## src/hw/rtl/move_to_front_key_cache_defines.svh

```systemverilog
// Assertion macros shared by the move-to-front key cache RTL.
// Each macro expects signals named clk and arst_n in the using module.
`ifndef MOVE_TO_FRONT_KEY_CACHE_DEFINES_SVH
`define MOVE_TO_FRONT_KEY_CACHE_DEFINES_SVH

// A property that must hold at every clock edge out of reset.
`define MTFKC_ASSERT(lbl, prop, msg) \
	lbl: assert property (@(posedge clk) disable iff (!arst_n) (prop)) else $error(msg);

// A condition that, when true, requires a consequence in the next cycle.
`define MTFKC_ASSERT_NEXT(lbl, pre, post, msg) \
	lbl: assert property (@(posedge clk) disable iff (!arst_n) (pre) |=> (post)) \
		else $error(msg);

`endif

```

## src/hw/rtl/mtfkc_pkg.sv

```systemverilog
// Shared types and constants for the move-to-front key cache.
// No dependencies; used by the interfaces, the cell and the top level.
package mtfkc_pkg;

	localparam int CMD_W     = 2;
	localparam int SET_W     = 8;
	localparam int PAY_W     = 16;
	localparam int IDX_W     = 3;
	localparam int CNT_W     = 4;
	localparam logic [CNT_W-1:0] CAP_RESET = 4'd8;

	typedef enum logic [CMD_W-1:0] {
		CMD_LOOKUP  = 2'd0,
		CMD_INSERT  = 2'd1,
		CMD_DISCARD = 2'd2
	} cmd_e;

	typedef struct packed {
		logic [SET_W-1:0] key_set;
		logic             key_bold;
		logic [PAY_W-1:0] payload;
	} entry_t;

	typedef struct packed {
		logic load_front;
		logic load_left;
		logic load_right;
	} cell_ctrl_t;

endpackage

```

## src/hw/rtl/mtfkc_if.sv

```systemverilog
// Valid/ready channel interfaces for the request and response items.
// Depends on mtfkc_pkg for field widths.
interface mtfkc_req_if;
	import mtfkc_pkg::*;
	logic             valid;
	logic             ready;
	logic [CMD_W-1:0] command;
	logic [SET_W-1:0] key_set;
	logic             key_bold;
	logic [PAY_W-1:0] entry_payload;
	logic [IDX_W-1:0] entry_index;

	modport source (output valid, command, key_set, key_bold, entry_payload, entry_index,
		input ready);
	modport sink (input valid, command, key_set, key_bold, entry_payload, entry_index,
		output ready);
endinterface

interface mtfkc_rsp_if;
	import mtfkc_pkg::*;
	logic             valid;
	logic             ready;
	logic             hit;
	logic [IDX_W-1:0] hit_index;
	logic [PAY_W-1:0] hit_payload;
	logic             evicted;
	logic [PAY_W-1:0] evicted_payload;
	logic [CNT_W-1:0] entry_total;

	modport source (output valid, hit, hit_index, hit_payload, evicted, evicted_payload,
		entry_total, input ready);
	modport sink (input valid, hit, hit_index, hit_payload, evicted, evicted_payload,
		entry_total, output ready);
endinterface

```

## src/hw/rtl/mtfkc_cell.sv

```systemverilog
// One position of the move-to-front list: holds an entry and compares its key.
// Depends on mtfkc_pkg; loads from the front, the left or the right neighbor.
module mtfkc_cell (
	input  logic                         clk,
	input  mtfkc_pkg::cell_ctrl_t        ctrl,
	input  mtfkc_pkg::entry_t            front_entry,
	input  mtfkc_pkg::entry_t            left_entry,
	input  mtfkc_pkg::entry_t            right_entry,
	input  logic [mtfkc_pkg::SET_W-1:0]  search_set,
	input  logic                         search_bold,
	output mtfkc_pkg::entry_t            entry,
	output logic                         match
);
	import mtfkc_pkg::*;

	entry_t entry_q;

	always_ff @(posedge clk) begin
		if (ctrl.load_front) begin
			entry_q <= front_entry;
		end else if (ctrl.load_left) begin
			entry_q <= left_entry;
		end else if (ctrl.load_right) begin
			entry_q <= right_entry;
		end
	end

	assign entry = entry_q;
	assign match = (entry_q.key_set == search_set) && (entry_q.key_bold == search_bold);

endmodule

```

## src/hw/rtl/move_to_front_key_cache.sv

```systemverilog
// Top level of the move-to-front key cache: a chain of entry cells plus control.
// Depends on mtfkc_pkg, mtfkc_if, mtfkc_cell and the assertion macro header.
//
// Channel   Dir  Handshake             Item contents
// req       in   valid/ready           command, key, payload, index
// rsp       out  valid/ready           hit, eviction, index, payloads, entry total
// cfg       in   cfg_we, no stall      capacity
//
// Each item first compares all cells and registers the move plan; once the response
// register is free or draining, it shifts the cell chain and loads the response register.
// The next item is accepted while a response still waits, then held until it drains.
// Reset clears the entry count and sets the capacity to eight; entries need no clearing.
`include "move_to_front_key_cache_defines.svh"

module move_to_front_key_cache #(
	parameter int MAX_ENTRIES = 8
) (
	input  logic                        clk,
	input  logic                        arst_n,
	mtfkc_req_if.sink                   req,
	mtfkc_rsp_if.source                 rsp,
	input  logic                        cfg_we,
	input  logic [mtfkc_pkg::CNT_W-1:0] cfg_wdata
);
	import mtfkc_pkg::*;

	localparam int JW = $clog2(MAX_ENTRIES + 1);
	localparam int VW = (JW > CNT_W) ? JW : CNT_W;

	logic [CNT_W-1:0]       cap_q;
	logic [CNT_W-1:0]       count_q;
	logic                   pend_s1;
	logic                   apply;
	logic                   accept;

	entry_t                 cell_entry [MAX_ENTRIES];
	cell_ctrl_t             cell_ctrl  [MAX_ENTRIES];
	cell_ctrl_t             ctrl_nxt   [MAX_ENTRIES];
	cell_ctrl_t             ctrl_s1    [MAX_ENTRIES];
	logic [MAX_ENTRIES-1:0] cell_match;
	logic [MAX_ENTRIES-1:0] valid_vec;
	logic [MAX_ENTRIES-1:0] match_vec;
	logic [MAX_ENTRIES-1:0] first_vec;
	logic [MAX_ENTRIES-1:0] rd_sel;
	logic [MAX_ENTRIES-1:0] left_mask;
	logic [MAX_ENTRIES-1:0] right_mask;
	logic [PAY_W-1:0]       rd_pay;
	logic [IDX_W-1:0]       first_idx;
	logic [CNT_W-1:0]       eff_cap;
	logic                   load_front;
	entry_t                 front_nxt;
	entry_t                 front_s1;
	entry_t                 empty_entry;

	logic                   hit_nxt, evicted_nxt;
	logic [IDX_W-1:0]       hit_index_nxt;
	logic [PAY_W-1:0]       hit_payload_nxt, evicted_payload_nxt;
	logic [CNT_W-1:0]       count_nxt;

	logic                   hit_s1, evicted_s1;
	logic [IDX_W-1:0]       hit_index_s1;
	logic [PAY_W-1:0]       hit_payload_s1, evicted_payload_s1;
	logic [CNT_W-1:0]       count_s1;
	cmd_e                   cmd_s1;

	logic                   out_valid_q;
	logic                   hit_q, evicted_q;
	logic [IDX_W-1:0]       hit_index_q;
	logic [PAY_W-1:0]       hit_payload_q, evicted_payload_q;

	assign accept      = req.valid && req.ready;
	assign req.ready   = !pend_s1;
	assign apply       = pend_s1 && (!out_valid_q || rsp.ready);
	assign empty_entry = '0;

	// Cell chain.
	for (genvar j = 0; j < MAX_ENTRIES; j++) begin : g_cell
		entry_t left_in;
		entry_t right_in;
		if (j == 0) begin : g_first
			assign left_in = empty_entry;
		end else begin : g_mid_l
			assign left_in = cell_entry[j-1];
		end
		if (j == MAX_ENTRIES - 1) begin : g_last
			assign right_in = empty_entry;
		end else begin : g_mid_r
			assign right_in = cell_entry[j+1];
		end
		assign cell_ctrl[j] = apply ? ctrl_s1[j] : cell_ctrl_t'('0);

		mtfkc_cell u_cell (
			.clk         (clk),
			.ctrl        (cell_ctrl[j]),
			.front_entry (front_s1),
			.left_entry  (left_in),
			.right_entry (right_in),
			.search_set  (req.key_set),
			.search_bold (req.key_bold),
			.entry       (cell_entry[j]),
			.match       (cell_match[j])
		);
	end

	// Compare stage: plan the move and read the payload that the item reports.
	always_comb begin
		for (int j = 0; j < MAX_ENTRIES; j++) begin
			valid_vec[j] = VW'(j) < VW'(count_q);
		end
		match_vec = cell_match & valid_vec;
		first_vec = match_vec & ((~match_vec) + {{(MAX_ENTRIES-1){1'b0}}, 1'b1});
		first_idx = '0;
		for (int j = 0; j < MAX_ENTRIES; j++) begin
			if (first_vec[j]) begin
				first_idx = first_idx | IDX_W'(j);
			end
		end

		if (cap_q == '0) begin
			eff_cap = CNT_W'(1);
		end else if (VW'(cap_q) > VW'(MAX_ENTRIES)) begin
			eff_cap = CNT_W'(MAX_ENTRIES);
		end else begin
			eff_cap = cap_q;
		end

		rd_sel              = '0;
		left_mask           = '0;
		right_mask          = '0;
		load_front          = 1'b0;
		front_nxt.key_set   = req.key_set;
		front_nxt.key_bold  = req.key_bold;
		front_nxt.payload   = req.entry_payload;
		hit_nxt             = 1'b0;
		hit_index_nxt       = '0;
		evicted_nxt         = 1'b0;
		count_nxt           = count_q;

		case (cmd_e'(req.command))
			CMD_LOOKUP: begin
				if (|match_vec) begin
					hit_nxt       = 1'b1;
					hit_index_nxt = first_idx;
					rd_sel        = first_vec;
					left_mask     = (first_vec - {{(MAX_ENTRIES-1){1'b0}}, 1'b1}) << 1;
					load_front    = 1'b1;
				end
			end
			CMD_INSERT: begin
				load_front = 1'b1;
				left_mask  = ~{{(MAX_ENTRIES-1){1'b0}}, 1'b1};
				if (count_q >= eff_cap) begin
					evicted_nxt = 1'b1;
					count_nxt   = eff_cap;
					for (int j = 0; j < MAX_ENTRIES; j++) begin
						rd_sel[j] = VW'(j) == (VW'(count_q) - VW'(1));
					end
				end else begin
					count_nxt = count_q + CNT_W'(1);
				end
			end
			CMD_DISCARD: begin
				if (VW'(req.entry_index) < VW'(count_q)) begin
					evicted_nxt = 1'b1;
					count_nxt   = count_q - CNT_W'(1);
					for (int j = 0; j < MAX_ENTRIES; j++) begin
						rd_sel[j]     = VW'(j) == VW'(req.entry_index);
						right_mask[j] = (VW'(j) >= VW'(req.entry_index))
							&& (j < MAX_ENTRIES - 1);
					end
				end
			end
			default: begin
			end
		endcase

		rd_pay = '0;
		for (int j = 0; j < MAX_ENTRIES; j++) begin
			if (rd_sel[j]) begin
				rd_pay = rd_pay | cell_entry[j].payload;
			end
		end
		if (hit_nxt) begin
			front_nxt.payload = rd_pay;
		end
		hit_payload_nxt     = hit_nxt ? rd_pay : '0;
		evicted_payload_nxt = evicted_nxt ? rd_pay : '0;

		for (int j = 0; j < MAX_ENTRIES; j++) begin
			ctrl_nxt[j].load_front = load_front && (j == 0);
			ctrl_nxt[j].load_left  = left_mask[j];
			ctrl_nxt[j].load_right = right_mask[j];
		end
	end

	always_ff @(posedge clk or negedge arst_n) begin
		if (!arst_n) begin
			pend_s1 <= 1'b0;
		end else if (accept) begin
			pend_s1 <= 1'b1;
		end else if (apply) begin
			pend_s1 <= 1'b0;
		end
	end

	always_ff @(posedge clk) begin
		if (accept) begin
			ctrl_s1            <= ctrl_nxt;
			front_s1           <= front_nxt;
			hit_s1             <= hit_nxt;
			hit_index_s1       <= hit_index_nxt;
			hit_payload_s1     <= hit_payload_nxt;
			evicted_s1         <= evicted_nxt;
			evicted_payload_s1 <= evicted_payload_nxt;
			count_s1           <= count_nxt;
			cmd_s1             <= cmd_e'(req.command);
		end
	end

	// Capacity register, entry count and response register.
	always_ff @(posedge clk or negedge arst_n) begin
		if (!arst_n) begin
			cap_q       <= CAP_RESET;
			count_q     <= '0;
			out_valid_q <= 1'b0;
		end else begin
			if (cfg_we) begin
				cap_q <= cfg_wdata;
			end
			if (apply) begin
				count_q     <= count_s1;
				out_valid_q <= 1'b1;
			end else if (rsp.ready) begin
				out_valid_q <= 1'b0;
			end
		end
	end

	always_ff @(posedge clk) begin
		if (apply) begin
			hit_q             <= hit_s1;
			hit_index_q       <= hit_index_s1;
			hit_payload_q     <= hit_payload_s1;
			evicted_q         <= evicted_s1;
			evicted_payload_q <= evicted_payload_s1;
		end
	end

	assign rsp.valid           = out_valid_q;
	assign rsp.hit             = hit_q;
	assign rsp.hit_index       = hit_index_q;
	assign rsp.hit_payload     = hit_payload_q;
	assign rsp.evicted         = evicted_q;
	assign rsp.evicted_payload = evicted_payload_q;
	assign rsp.entry_total     = count_q;

	`MTFKC_ASSERT(a_count_bound, VW'(count_q) <= VW'(MAX_ENTRIES), "Entry count exceeds the cell chain.")
	`MTFKC_ASSERT(a_hit_xor_evict, !(out_valid_q && hit_q && evicted_q), "Item reports both a hit and an eviction.")
	`MTFKC_ASSERT_NEXT(a_lookup_count, apply && (cmd_s1 == CMD_LOOKUP), count_q == $past(count_q), "A lookup changed the entry count.")
	`MTFKC_ASSERT_NEXT(a_one_in_flight, accept, !req.ready, "A second item was taken before the first one was applied.")

endmodule

```

## src/flat_wrapper.sv

```systemverilog
// flat-port wrapper written by rule: the top's interface ports become plain ports
module move_to_front_key_cache_flat import mtfkc_pkg::*;
#(
	parameter int MAX_ENTRIES = 8
)
  (clk, arst_n, cfg_we, cfg_wdata, req_valid, req_command, req_key_set, req_key_bold, req_entry_payload, req_entry_index, req_ready, rsp_valid, rsp_hit, rsp_hit_index, rsp_hit_payload, rsp_evicted, rsp_evicted_payload, rsp_entry_total, rsp_ready);
  mtfkc_req_if req_i ();
  mtfkc_rsp_if rsp_i ();
  input  logic clk;
  input  logic arst_n;
  input  logic cfg_we;
  input  logic [mtfkc_pkg::CNT_W-1:0] cfg_wdata;
  input wire logic [$bits(req_i.valid)-1:0] req_valid;
  input wire logic [$bits(req_i.command)-1:0] req_command;
  input wire logic [$bits(req_i.key_set)-1:0] req_key_set;
  input wire logic [$bits(req_i.key_bold)-1:0] req_key_bold;
  input wire logic [$bits(req_i.entry_payload)-1:0] req_entry_payload;
  input wire logic [$bits(req_i.entry_index)-1:0] req_entry_index;
  output wire logic [$bits(req_i.ready)-1:0] req_ready;
  output wire logic [$bits(rsp_i.valid)-1:0] rsp_valid;
  output wire logic [$bits(rsp_i.hit)-1:0] rsp_hit;
  output wire logic [$bits(rsp_i.hit_index)-1:0] rsp_hit_index;
  output wire logic [$bits(rsp_i.hit_payload)-1:0] rsp_hit_payload;
  output wire logic [$bits(rsp_i.evicted)-1:0] rsp_evicted;
  output wire logic [$bits(rsp_i.evicted_payload)-1:0] rsp_evicted_payload;
  output wire logic [$bits(rsp_i.entry_total)-1:0] rsp_entry_total;
  input wire logic [$bits(rsp_i.ready)-1:0] rsp_ready;
  assign req_i.valid = req_valid;
  assign req_i.command = req_command;
  assign req_i.key_set = req_key_set;
  assign req_i.key_bold = req_key_bold;
  assign req_i.entry_payload = req_entry_payload;
  assign req_i.entry_index = req_entry_index;
  assign req_ready = req_i.ready;
  assign rsp_valid = rsp_i.valid;
  assign rsp_hit = rsp_i.hit;
  assign rsp_hit_index = rsp_i.hit_index;
  assign rsp_hit_payload = rsp_i.hit_payload;
  assign rsp_evicted = rsp_i.evicted;
  assign rsp_evicted_payload = rsp_i.evicted_payload;
  assign rsp_entry_total = rsp_i.entry_total;
  assign rsp_i.ready = rsp_ready;
  move_to_front_key_cache #(.MAX_ENTRIES(MAX_ENTRIES)) u_core (.clk(clk), .arst_n(arst_n), .req(req_i), .rsp(rsp_i), .cfg_we(cfg_we), .cfg_wdata(cfg_wdata));
endmodule
```

## config.mk

```make
export PLATFORM = sky130hd
export DESIGN_NAME = move_to_front_key_cache_flat
export DESIGN_NICKNAME = d
export VERILOG_FILES = /design/src/hw/rtl/mtfkc_pkg.sv /design/src/hw/rtl/mtfkc_if.sv /design/src/hw/rtl/mtfkc_cell.sv /design/src/hw/rtl/move_to_front_key_cache.sv /design/src/flat_wrapper.sv
export VERILOG_INCLUDE_DIRS = /design/src /design/src/hw/rtl
export SDC_FILE = /design/constraint.sdc
export NUM_CORES = 1
export LEC_CHECK = 0
export BUFFER_PORTS_ARGS = -buffer_cell sky130_fd_sc_hd__clkbuf_2
export CAP_MARGIN = 40
export CORE_MARGIN = 2
export CORE_UTILIZATION = 40
export CTS_CLUSTER_SIZE = 14
export DETAILED_ROUTE_END_ITERATION = 7
export PLACE_DENSITY_LB_ADDON = 0.3
export SLEW_MARGIN = 5
export SYNTH_ARGS = -nofsm -noshare
export SYNTH_HDL_FRONTEND = slang
export SYNTH_SLANG_ARGS = --single-unit
```

## constraint.sdc

```tcl
create_clock -name clk -period 7.04 [get_ports clk]
set_input_delay 1.056 -clock clk [delete_from_list [all_inputs] [get_ports clk]]
set_output_delay 1.056 -clock clk [all_outputs]
set_load 0.1 [all_outputs]
```

==> impl_metrics.json, run 1 <==
{
  "critPathLaunchType": "flip-flop",
  "setup_violations": 0,
  "ant_nets": 0,
  "rows": 71,
  "syn_inst": 1050,
  "synth_area_leaders": "edfxtp_1 (62%), mux2_2 (13%), xor2_1 (2.6%), xnor2_1 (1.6%), and2_1 (1.5%)",
  "synth-seq-cells": 328,
  "io_pins": 82,
  "reg2reg_to": "u_core.front_s1[2]",
  "status": "finished, final reports clean",
  "cap_violations": 0,
  "num_vias": 9511,
  "yosysWarnings": 0,
  "grt_overflow": 0,
  "dpl.hpwl_um": 26300,
  "crit_end": "u_core.front_s1[2]",
  "num_antenna_cells": 0,
  "grt_pass1_wl_um": 59800,
  "hold_ws_ns": 0.400,
  "seq_area_frac_synth_pct": 63.4,
  "drt_pass1_iterations": 5,
  "postLayoutCoreUtil_pct": 47.7,
  "die_area_mm2": 0.0402,
  "io_buffers": 81,
  "finalCritPeriodShare_pct": 60.7,
  "cp_max_fo": 34,
  "avgSynthCellArea_um2": 14.7,
  "relSlewSlack_pct": 41.0,
  "drive_above_1_share_pct": 33.4,
  "synth_nets": 1105,
  "synthDominantCellAreaShare_pct": 61.8,
  "drc": 0,
  "cp.required_ns": 7.32,
  "cts_tree": "done",
  "grtUsageTotal_pct": 19.5,
  "synth_common_cells": "edfxtp_1 (318), mux2_2 (177), nand2_1 (59), nor2_1 (53), xor2_1 (46)",
  "area_delta_synth_final_pct": 16.7,
  "gp_congestion": 0.881,
  "synth_top_cell_by_area": "edfxtp_1",
  "drv_slew": 0,
  "synthArstFlopShare_pct": 3.05,
  "grt_pass1_vias": 9521,
  "max_freq_ghz": 0.234,
  "finClkSkew_ns": 0.0106,
  "r2r_slack_ns": 2.76,
  "synth_flop_cell": "edfxtp_1",
  "ys_types": 72,
  "die_h_um": 201,
  "r2r-start": "u_core.rsp.entry_total[1]",
  "grt_setup_unrepaired": "false",
  "period_minus_slack_ns": 4.28,
  "numCtsBuffers": 38,
  "r2r_cells": 11,
  "grt_max_degree": 60,
  "fp.coreArea_mm2": 0.0378,
  "cp-startpoint": "u_core.rsp.entry_total[1]",
  "synth.most_common_cell": "edfxtp_1",
  "htree_levels": 2,
  "nNetsFinal": 1204,
  "synth_edf_count": 318,
  "drt-initial-drc-count": 976,
  "clock_latency_ns": 0.53,
  "power_leakage_nw": 6.29,
  "clock-root-buffer": "clkbuf_16",
  "chipWidth_um": 201,
  "endpoint_kind": "flip-flop",
  "clock_sinks": 328,
  "wl_per_cell_um": 23.3,
  "fin_tns_setup_ns": 0,
  "cts_buffer_depth": 3,
  "path_class": "reg -> reg",
  "netlist_area_mm2": 0.0154,
  "routed_wl_um": 39400,
  "path_clk_slew_ns": 0.06,
  "placed_cell_area_mm2": 0.0167,
  "pre_cts_slack_ns": 2.55,
  "power_density_mw_per_mm2": 437,
  "finalHoldViolations": 0,
  "antenna_found_initial": 0,
  "via_per_inst": 5.63,
  "hp-class": "in -> async",
  "worst_pin_slew_ns": 0.884,
  "fin_area_mm2": 0.0180,
  "cts_resized": 0,
  "worst_slack_ns": 2.76,
  "initial_core_util_pct": 40.8,
  "irDropWorstVdd_mv": 0.169,
  "crit_arrival_ns": 4.56,
  "post_cts_buffers": 0,
  "cts_hold_buf": 0
}
## sequential cells by signal (all words and copies together) (netlist names)
signal / count
u_core.pend_s1: 1
u_core.ctrl_s1: 15
u_core.hit_payload_s1: 16
u_core.cap_q: 4
u_core.evicted_s1: 1
u_core.rsp.entry_total: 4
u_core.rsp.valid: 1
u_core.rsp.hit_index: 3
u_core.front_s1: 25
u_core.evicted_payload_s1: 16
u_core.rsp.hit_payload: 16
u_core.g_cell.u_cell.entry: 200
u_core.hit_s1: 1
u_core.rsp.evicted: 1
u_core.rsp.hit: 1
u_core.count_s1: 4
u_core.rsp.evicted_payload: 16
u_core.hit_index_s1: 3
## final cells by class
cell class / count / area (µm²)
clock buffers: 45 / 1040
clock inverters: 23 / 246
fillers: 3369 / 19800
inverters: 21 / 78.8
multi-input cells: 653 / 5370
flip-flops and latches: 328 / 9800
well taps: 511 / 639
repair buffers: 107 / 857
## logic make-up (layout without fill, tap and decap cells)
kind of cell,Yosys count,in the layout,share of synthesized area (%)
simple gates,238,238,8.27
mux,178,178,13.0
fa+ha+maj,16,16,1.30
xor+xnor,74,74,4.20
flops,328,328,63.4
compound gates,147,147,7.73
buf+inv,69,196,2.10
## worst min path at each step
stage                     slack [ns]                     startpoint  depth (start not counted)                              to
after floorplan                 0.40              u_core.evicted_s1                          0              u_core.rsp.evicted
after global placement          0.40       u_core.hit_payload_s1[7]                          0       u_core.rsp.hit_payload[7]
after detailed placement        0.40  u_core.evicted_payload_s1[12]                          0  u_core.rsp.evicted_payload[12]
after CTS                       0.40                         arst_n                          1       u_core.rsp.entry_total[1]
after global routing            0.41                         arst_n                          1       u_core.rsp.entry_total[3]
final                           0.40                         arst_n                          1       u_core.rsp.entry_total[2]
## placed cells by master, fill, tap and decap left out, types with 9 or more instances in the layout
| master | netlist | layout |
|---|---|---|
| clkinv_1 | 0 | 9 |
| a222oi_1 | 14 | 14 |
| dfrtp_1 | 9 | 9 |
| xnor2_1 | 28 | 28 |
| nor2b_1 | 12 | 11 |
| a21oi_1 | 29 | 29 |
| nand4_1 | 18 | 18 |
| a22oi_1 | 22 | 22 |
| buf_12 | 0 | 11 |
| mux2_2 | 177 | 177 |
| o21ai_0 | 17 | 16 |
| inv_1 | 20 | 20 |
| and2_1 | 37 | 36 |
| nor2_1 | 53 | 53 |
| ha_1 | 16 | 16 |
| edfxtp_1 | 318 | 318 |
| clkbuf_16 | 0 | 41 |
| clkbuf_2 | 0 | 81 |
| xor2_1 | 46 | 46 |
| nand2_1 | 59 | 52 |
## power breakdown
part / internal, W / switching, W / leakage [nW]
Sequential: 0.00297 / 0.000377 / 3.13
Combinational: 0.000836 / 0.00167 / 2.54
Clock: 0.00124 / 0.000789 / 0.633
## metrics by stage
step	power, W	instances
6_report	0.00789	1688
5_1_grt	0.00821	1688
4_1_cts	0.00793	1688
3_5_place_dp	0.00589	1620
3_3_place_gp	0.00571	1601
2_1_floorplan	0.00507	1050
## layer usage
| layer | GRT usage (%) | share of wire (%) | vias up |
|---|---|---|---|
| li1 | - | - | 4245 |
| met1 | 27.9 | 45 | 4793 |
| met2 | 30.7 | 46 | 401 |
| met3 | 3.70 | 7.2 | 72 |
| met4 | 5.03 | 1.9 | 0 |
| met5 | 0 | 0 | - |
## critical path: stages (launching register included)
cell       delay (ns)
dfrtp_1          0.62
inv_1            0.23
ha_1             0.32
nor2b_1          0.18
o2111ai_1        0.14
or4_1            0.67
nand4_1          0.26
or2_1            0.22
o21ai_2          0.08
buf_4            0.25
inv_2            0.61
mux2_2           0.41
No activity file was read; power rests on OpenSTA's default activity.
==> run 2, diff against run 1 <==
Clock period 7.04 ns to 4 ns, I/O delays scaled along.
==> run 2 against run 1 <==
  * Die area is the same
  * Wire length is essentially flat
  * Clock skew grew 0.0065 ns
  * Flip-flop and latch count is the same
  * Register-to-register slack lost 2.4 ns
  * Cell area shrank 1.3%
  * Final cell count grew 0.95%
  * Clock power grew 58%
  * Largest cell class unchanged
  * Highest routed layer is now met5
==> impl_metrics.json, run 2 (synthesis gave the netlist of run 1 again) <==
{
  "finClkSkew_ns": 0.0170,
  "max_freq_ghz": 0.277,
  "io_buffers": 81,
  "worst_pin_slew_ns": 0.873,
  "status": "finished, final reports clean",
  "fin_tns_setup_ns": 0,
  "htree_levels": 2,
  "path_clk_slew_ns": 0.06,
  "min-delay-start": "cfg_wdata[3]",
  "cts_hold_buf": 1,
  "grt_setup_unrepaired": "false",
  "post_cts_buffers": 0,
  "worst_slack_ns": 0.384,
  "cp_max_fo": 6,
  "grtUsageTotal_pct": 19.5,
  "power_density_mw_per_mm2": 753,
  "cts_tree": "done",
  "crit_arrival_ns": 3.89,
  "layout_commonest_cell": "edfxtp_1",
  "drive_above_1_share_pct": 32.9,
  "drt_pass1_iterations": 7,
  "nNetsFinal": 1223,
  "dpl.hpwl_um": 25600,
  "fin_area_mm2": 0.0178,
  "grt_max_degree": 40,
  "period_minus_slack_ns": 3.62,
  "drc": 0,
  "grt_overflow": 0,
  "cts_buffer_depth": 3,
  "final_cells": 1704,
  "die_area_mm2": 0.0402,
  "chipWidth_um": 201,
  "area_delta_synth_final_pct": 15.2,
  "antenna_found_initial": 1,
  "clock-root-buffer": "clkbuf_16",
  "ant_nets": 0,
  "place_inst": 1640,
  "drv_slew": 0,
  "fp.coreArea_mm2": 0.0378,
  "gp_congestion": 0.880,
  "path_class": "reg -> reg",
  "numCtsBuffers": 36,
  "io_pins": 82,
  "endpoint_kind": "flip-flop",
  "relSlewSlack_pct": 41.8,
  "routed_wl_um": 39300,
  "die_h_um": 201,
  "via_per_inst": 5.61,
  "num_vias": 9566,
  "cap_violations": 0,
  "power_leakage_nw": 6.21,
  "cts_resized": 0,
  "initial_core_util_pct": 40.8,
  "pre_cts_slack_ns": 0.382,
  "rows": 71,
  "cp-startpoint": "u_core.cap_q[2]",
  "clock_sinks": 328,
  "irDropWorstVdd_mv": 0.298,
  "largest_register_ffs": 200,
  "clock_latency_ns": 0.53,
  "cp.required_ns": 4.27,
  "grt_pass1_wl_um": 60200,
  "hp-class": "in -> reg",
  "grt_pass1_vias": 9688,
  "setup_violations": 0,
  "placed_cell_area_mm2": 0.0167,
  "r2r-start": "u_core.cap_q[2]",
  "final_cell_mix": "edfxtp_1 (318), mux2_2 (177), clkbuf_2 (81)",
  "finalCritPeriodShare_pct": 90.4,
  "postLayoutCoreUtil_pct": 47.0,
  "wl_per_cell_um": 23.1,
  "critPathLaunchType": "flip-flop",
  "finalHoldViolations": 0,
  "fillCellCount": 3388,
  "num_antenna_cells": 0,
  "drt-initial-drc-count": 971
}
## run 2: metal layers
metal | vias up | global-route usage (%) | share of wire (%)
met4 | 2 | 5.74 | 2.1
met3 | 67 | 2.86 | 6.9
met5 | - | 0 | 0.020
met1 | 4842 | 28.7 | 46
met2 | 382 | 30.1 | 45
li1 | 4273 | - | -
## run 2: final timing paths
check	end	slack, ns	depth (start not counted)
max	u_core.front_s1[15]	0.38	13
min reg2reg	u_core.rsp.evicted_payload[9]	0.42	0
min	u_core.cap_q[3]	0.27	3
max in group asynchronous	u_core.cap_q[3]	3.25	2
min in group asynchronous	u_core.cap_q[2]	0.48	2
max reg2reg	u_core.front_s1[15]	0.38	13
## run 2: worst max-delay path, cell delays in order, from the launching register on
cell       delay, ns
dfrtp_1         0.39
nor2_1          0.10
nor2_1          0.05
nor2_1          0.16
ha_1            0.26
nand2b_4        0.15
a2111oi_4       0.45
nor3_1          0.16
a22oi_2         0.32
buf_4           0.23
a211oi_1        0.07
a2111oi_0       0.49
and4_1          0.42
a21oi_1         0.10
## run 2: report_power, final
| part | internal (W) | switching (W) |
|---|---|---|
| clock network | 0.00184 | 0.00137 |
| logic | 0.00138 | 0.00296 |
| registers | 0.00523 | 0.000617 |
| total | 0.00845 | 0.00494 |
## run 2: cell type report
type,count,area [µm²],share of cell area [%]
repair buffers,128,798,4.49
inverters,21,78.8,0.443
well taps,511,639,3.59
clock buffers,49,1010,5.69
flip-flops and latches,328,9800,55.1
clock inverters,14,106,0.598
multi-input cells,653,5360,30.1
## run 2: through the flow
| stage | hold slack (ns) | power (W) |
|---|---|---|
| after floorplan | 0.304 | 0.00891 |
| after global placement | 0.401 | 0.0102 |
| final | 0.273 | 0.0134 |
| after global routing | 0.286 | 0.0140 |
| after detailed placement | 0.405 | 0.0102 |
| after CTS | 0.255 | 0.0135 |
==> run 3, diff against run 2 <==
Settings changed: BUFFER_PORTS_ARGS -buffer_cell sky130_fd_sc_hd__clkbuf_2 to unset, DONT_BUFFER_PORTS set to 1.
==> run 3 against run 2 <==
  * Sequential power rose by 12%
  * Largest power group unchanged
  * Critical path depth did not move
  * Critical path type unchanged
  * Wire length fell by 0.77%
  * Flip-flop and latch count did not move
  * Power rose by 1.5%
  * Count of clock-buffer cells in the layout fell by 5
==> impl_metrics.json, run 3 (synthesis gave the netlist of run 1 again) <==
{
  "largest_register_ffs": 200,
  "ant_nets": 0,
  "path_class": "reg -> reg",
  "status": "finished, final reports clean",
  "grtUsageTotal_pct": 19.2,
  "cp.buffers_inverters": 1,
  "post_cts_buffers": 0,
  "cts_buffer_depth": 3,
  "finClkSkew_ns": 0.0234,
  "rows": 71,
  "power_density_mw_per_mm2": 770,
  "drive_above_1_share_pct": 28.7,
  "drv_slew": 0,
  "grt_pass1_wl_um": 59000,
  "path_cells": "nor2_1 -> nor2_1 -> nor2_1 -> ha_1 -> nand2b_4 -> a2111oi_4 -> nor3b_1 -> a32oi_1 -> o22ai_2 -> buf_4 -> a2111oi_0 -> and4_1 -> a21oi_1",
  "fin_tns_setup_ns": 0,
  "io_buffers": 0,
  "grt_pass1_vias": 9353,
  "max_freq_ghz": 0.268,
  "die_area_mm2": 0.0402,
  "initial_core_util_pct": 40.8,
  "min_to": "u_core.cap_q[3]",
  "antenna_found_initial": 4,
  "path_common_cell": "nor2_1",
  "grt_setup_unrepaired": "false",
  "irDropWorstVdd_mv": 0.314,
  "cap_violations": 0,
  "setup_violations": 0,
  "slowest_stage": "dfrtp_1",
  "reg2reg_to": "u_core.front_s1[12]",
  "finalHoldViolations": 0,
  "finalCritPeriodShare_pct": 93.3,
  "chipWidth_um": 201,
  "via_per_inst": 5.70,
  "r2r_slack_ns": 0.27,
  "path_clk_slew_ns": 0.06,
  "clock-root-buffer": "clkbuf_16",
  "crit_arrival_ns": 4.00,
  "grt_max_degree": 82,
  "relSlewSlack_pct": 38.2,
  "dpl.hpwl_um": 25500,
  "cp.required_ns": 4.27,
  "grt_overflow": 0,
  "drc": 0,
  "dr_wl_met3_um": 2890,
  "min-delay-start": "cfg_we",
  "area_delta_synth_final_pct": 14.4,
  "clock_latency_ns": 0.53,
  "num_vias": 9310,
  "cp_slowest_stage_delay_ns": 0.39,
  "cp_top_family": "compound AO/OA/AOI/OAI gates",
  "r2r_cells": 13,
  "hold_path_depth": 1,
  "r2r-start": "u_core.cap_q[2]",
  "power_leakage_nw": 6.01,
  "clock_sinks": 328,
  "cp_max_fo": 12,
  "top_layer_used": "met5",
  "wl_met1_um": 17400,
  "worst_pin_slew_ns": 0.927,
  "gp_congestion": 0.834,
  "drt_pass1_iterations": 8,
  "hp-class": "in -> reg",
  "layout_commonest_cell": "edfxtp_1",
  "final_cell_mix": "edfxtp_1 (318), mux2_2 (177), nand2_1 (59)",
  "power.total_w": 0.0136,
  "critPathLaunchType": "flip-flop",
  "route.met2.wl_um": 17700,
  "endpoint_kind": "flip-flop",
  "htree_levels": 2,
  "numCtsBuffers": 38,
  "die_h_um": 201,
  "fp.coreArea_mm2": 0.0378,
  "period_minus_slack_ns": 3.73,
  "drt-initial-drc-count": 1036,
  "io_pins": 82,
  "cts_tree": "done",
  "routed_wl_um": 39000,
  "wl_per_cell_um": 23.9,
  "nNetsFinal": 1149
}
[run 3: cell count changes in the layout (fill, tap and decap cells not counted), moves of 3 or more]
| cell | previous run | this run |
|---|---|---|
| clkbuf_1 | 9 | 5 |
| clkbuf_16 | 38 | 42 |
| clkinv_2 | 3 | 6 |
| buf_8 | 0 | 4 |
| buf_4 | 43 | 36 |
| clkinv_1 | 6 | 9 |
| buf_16 | 0 | 3 |
| bufinv_16 | 1 | 4 |
| clkbuf_2 | 81 | 0 |
[run 3: metrics by stage]
step / hold slack, ns / instance area (µm²) / instances / util (%) / worst slack [ns]
2_1_floorplan: 0.304 / 15400 / 1050 / - / 0.0614
3_3_place_gp: 0.305 / 16200 / 1552 / 42.8 / 0.351
6_report: 0.147 / 17700 / 1633 / 46.7 / 0.270
4_1_cts: 0.121 / 17600 / 1629 / 46.5 / 0.340
3_5_place_dp: 0.305 / 16400 / 1561 / 43.2 / 0.378
5_1_grt: 0.135 / 17700 / 1632 / 46.7 / 0.0474
[run 3: worst max-delay path by stage]
stage / start / to / slack [ns] / cells after the start
floorplan: u_core.rsp.valid / u_core.g_cell[0].u_cell.entry[0] / 0.06 / 6
global placement: u_core.rsp.entry_total[2] / u_core.front_s1[10] / 0.35 / 11
detailed placement: u_core.rsp.entry_total[2] / u_core.front_s1[5] / 0.38 / 11
CTS: u_core.cap_q[2] / u_core.front_s1[5] / 0.34 / 13
global route: u_core.cap_q[2] / u_core.front_s1[10] / 0.05 / 13
finish: u_core.cap_q[2] / u_core.front_s1[12] / 0.27 / 13
[run 3: cell type report]
cell class              count  area [µm²]
fillers                  3368       20200
clock inverters            23         218
clock buffers              44         995
inverters                  21        78.8
multi-input cells         653        5340
diodes                      1        2.50
flip-flops and latches    328        9800
well taps                 511         639
repair buffers             52         589
[run 3: layer usage]
layer,global-route usage [%],up-vias
li1,-,4133
met1,27.2,4719
met2,30.1,382
met3,3.93,72
met4,5.50,4
met5,0,-
[run 3: worst reg2reg max path: cells and delay by family, from the launching register on]
family,cells,cell delay (ns)
AO/OA/AOI/OAI,5,1.61
AND/OR/NAND/NOR,6,0.93
flip-flops,1,0.39
buffers and inverters,1,0.29
adder cells (fa/ha/maj),1,0.26
[run 3: power breakdown]
group / internal [W] / switching [W]
clock: 0.00204 / 0.00137
combinational: 0.00141 / 0.00224
sequential: 0.00525 / 0.00129
[run 3: timing repair]
item,CTS,global route
setup endpoints to repair,0,2
gates resized for setup,0,1
hold buffers,1,0
endpoints found under the hold margin,10,0
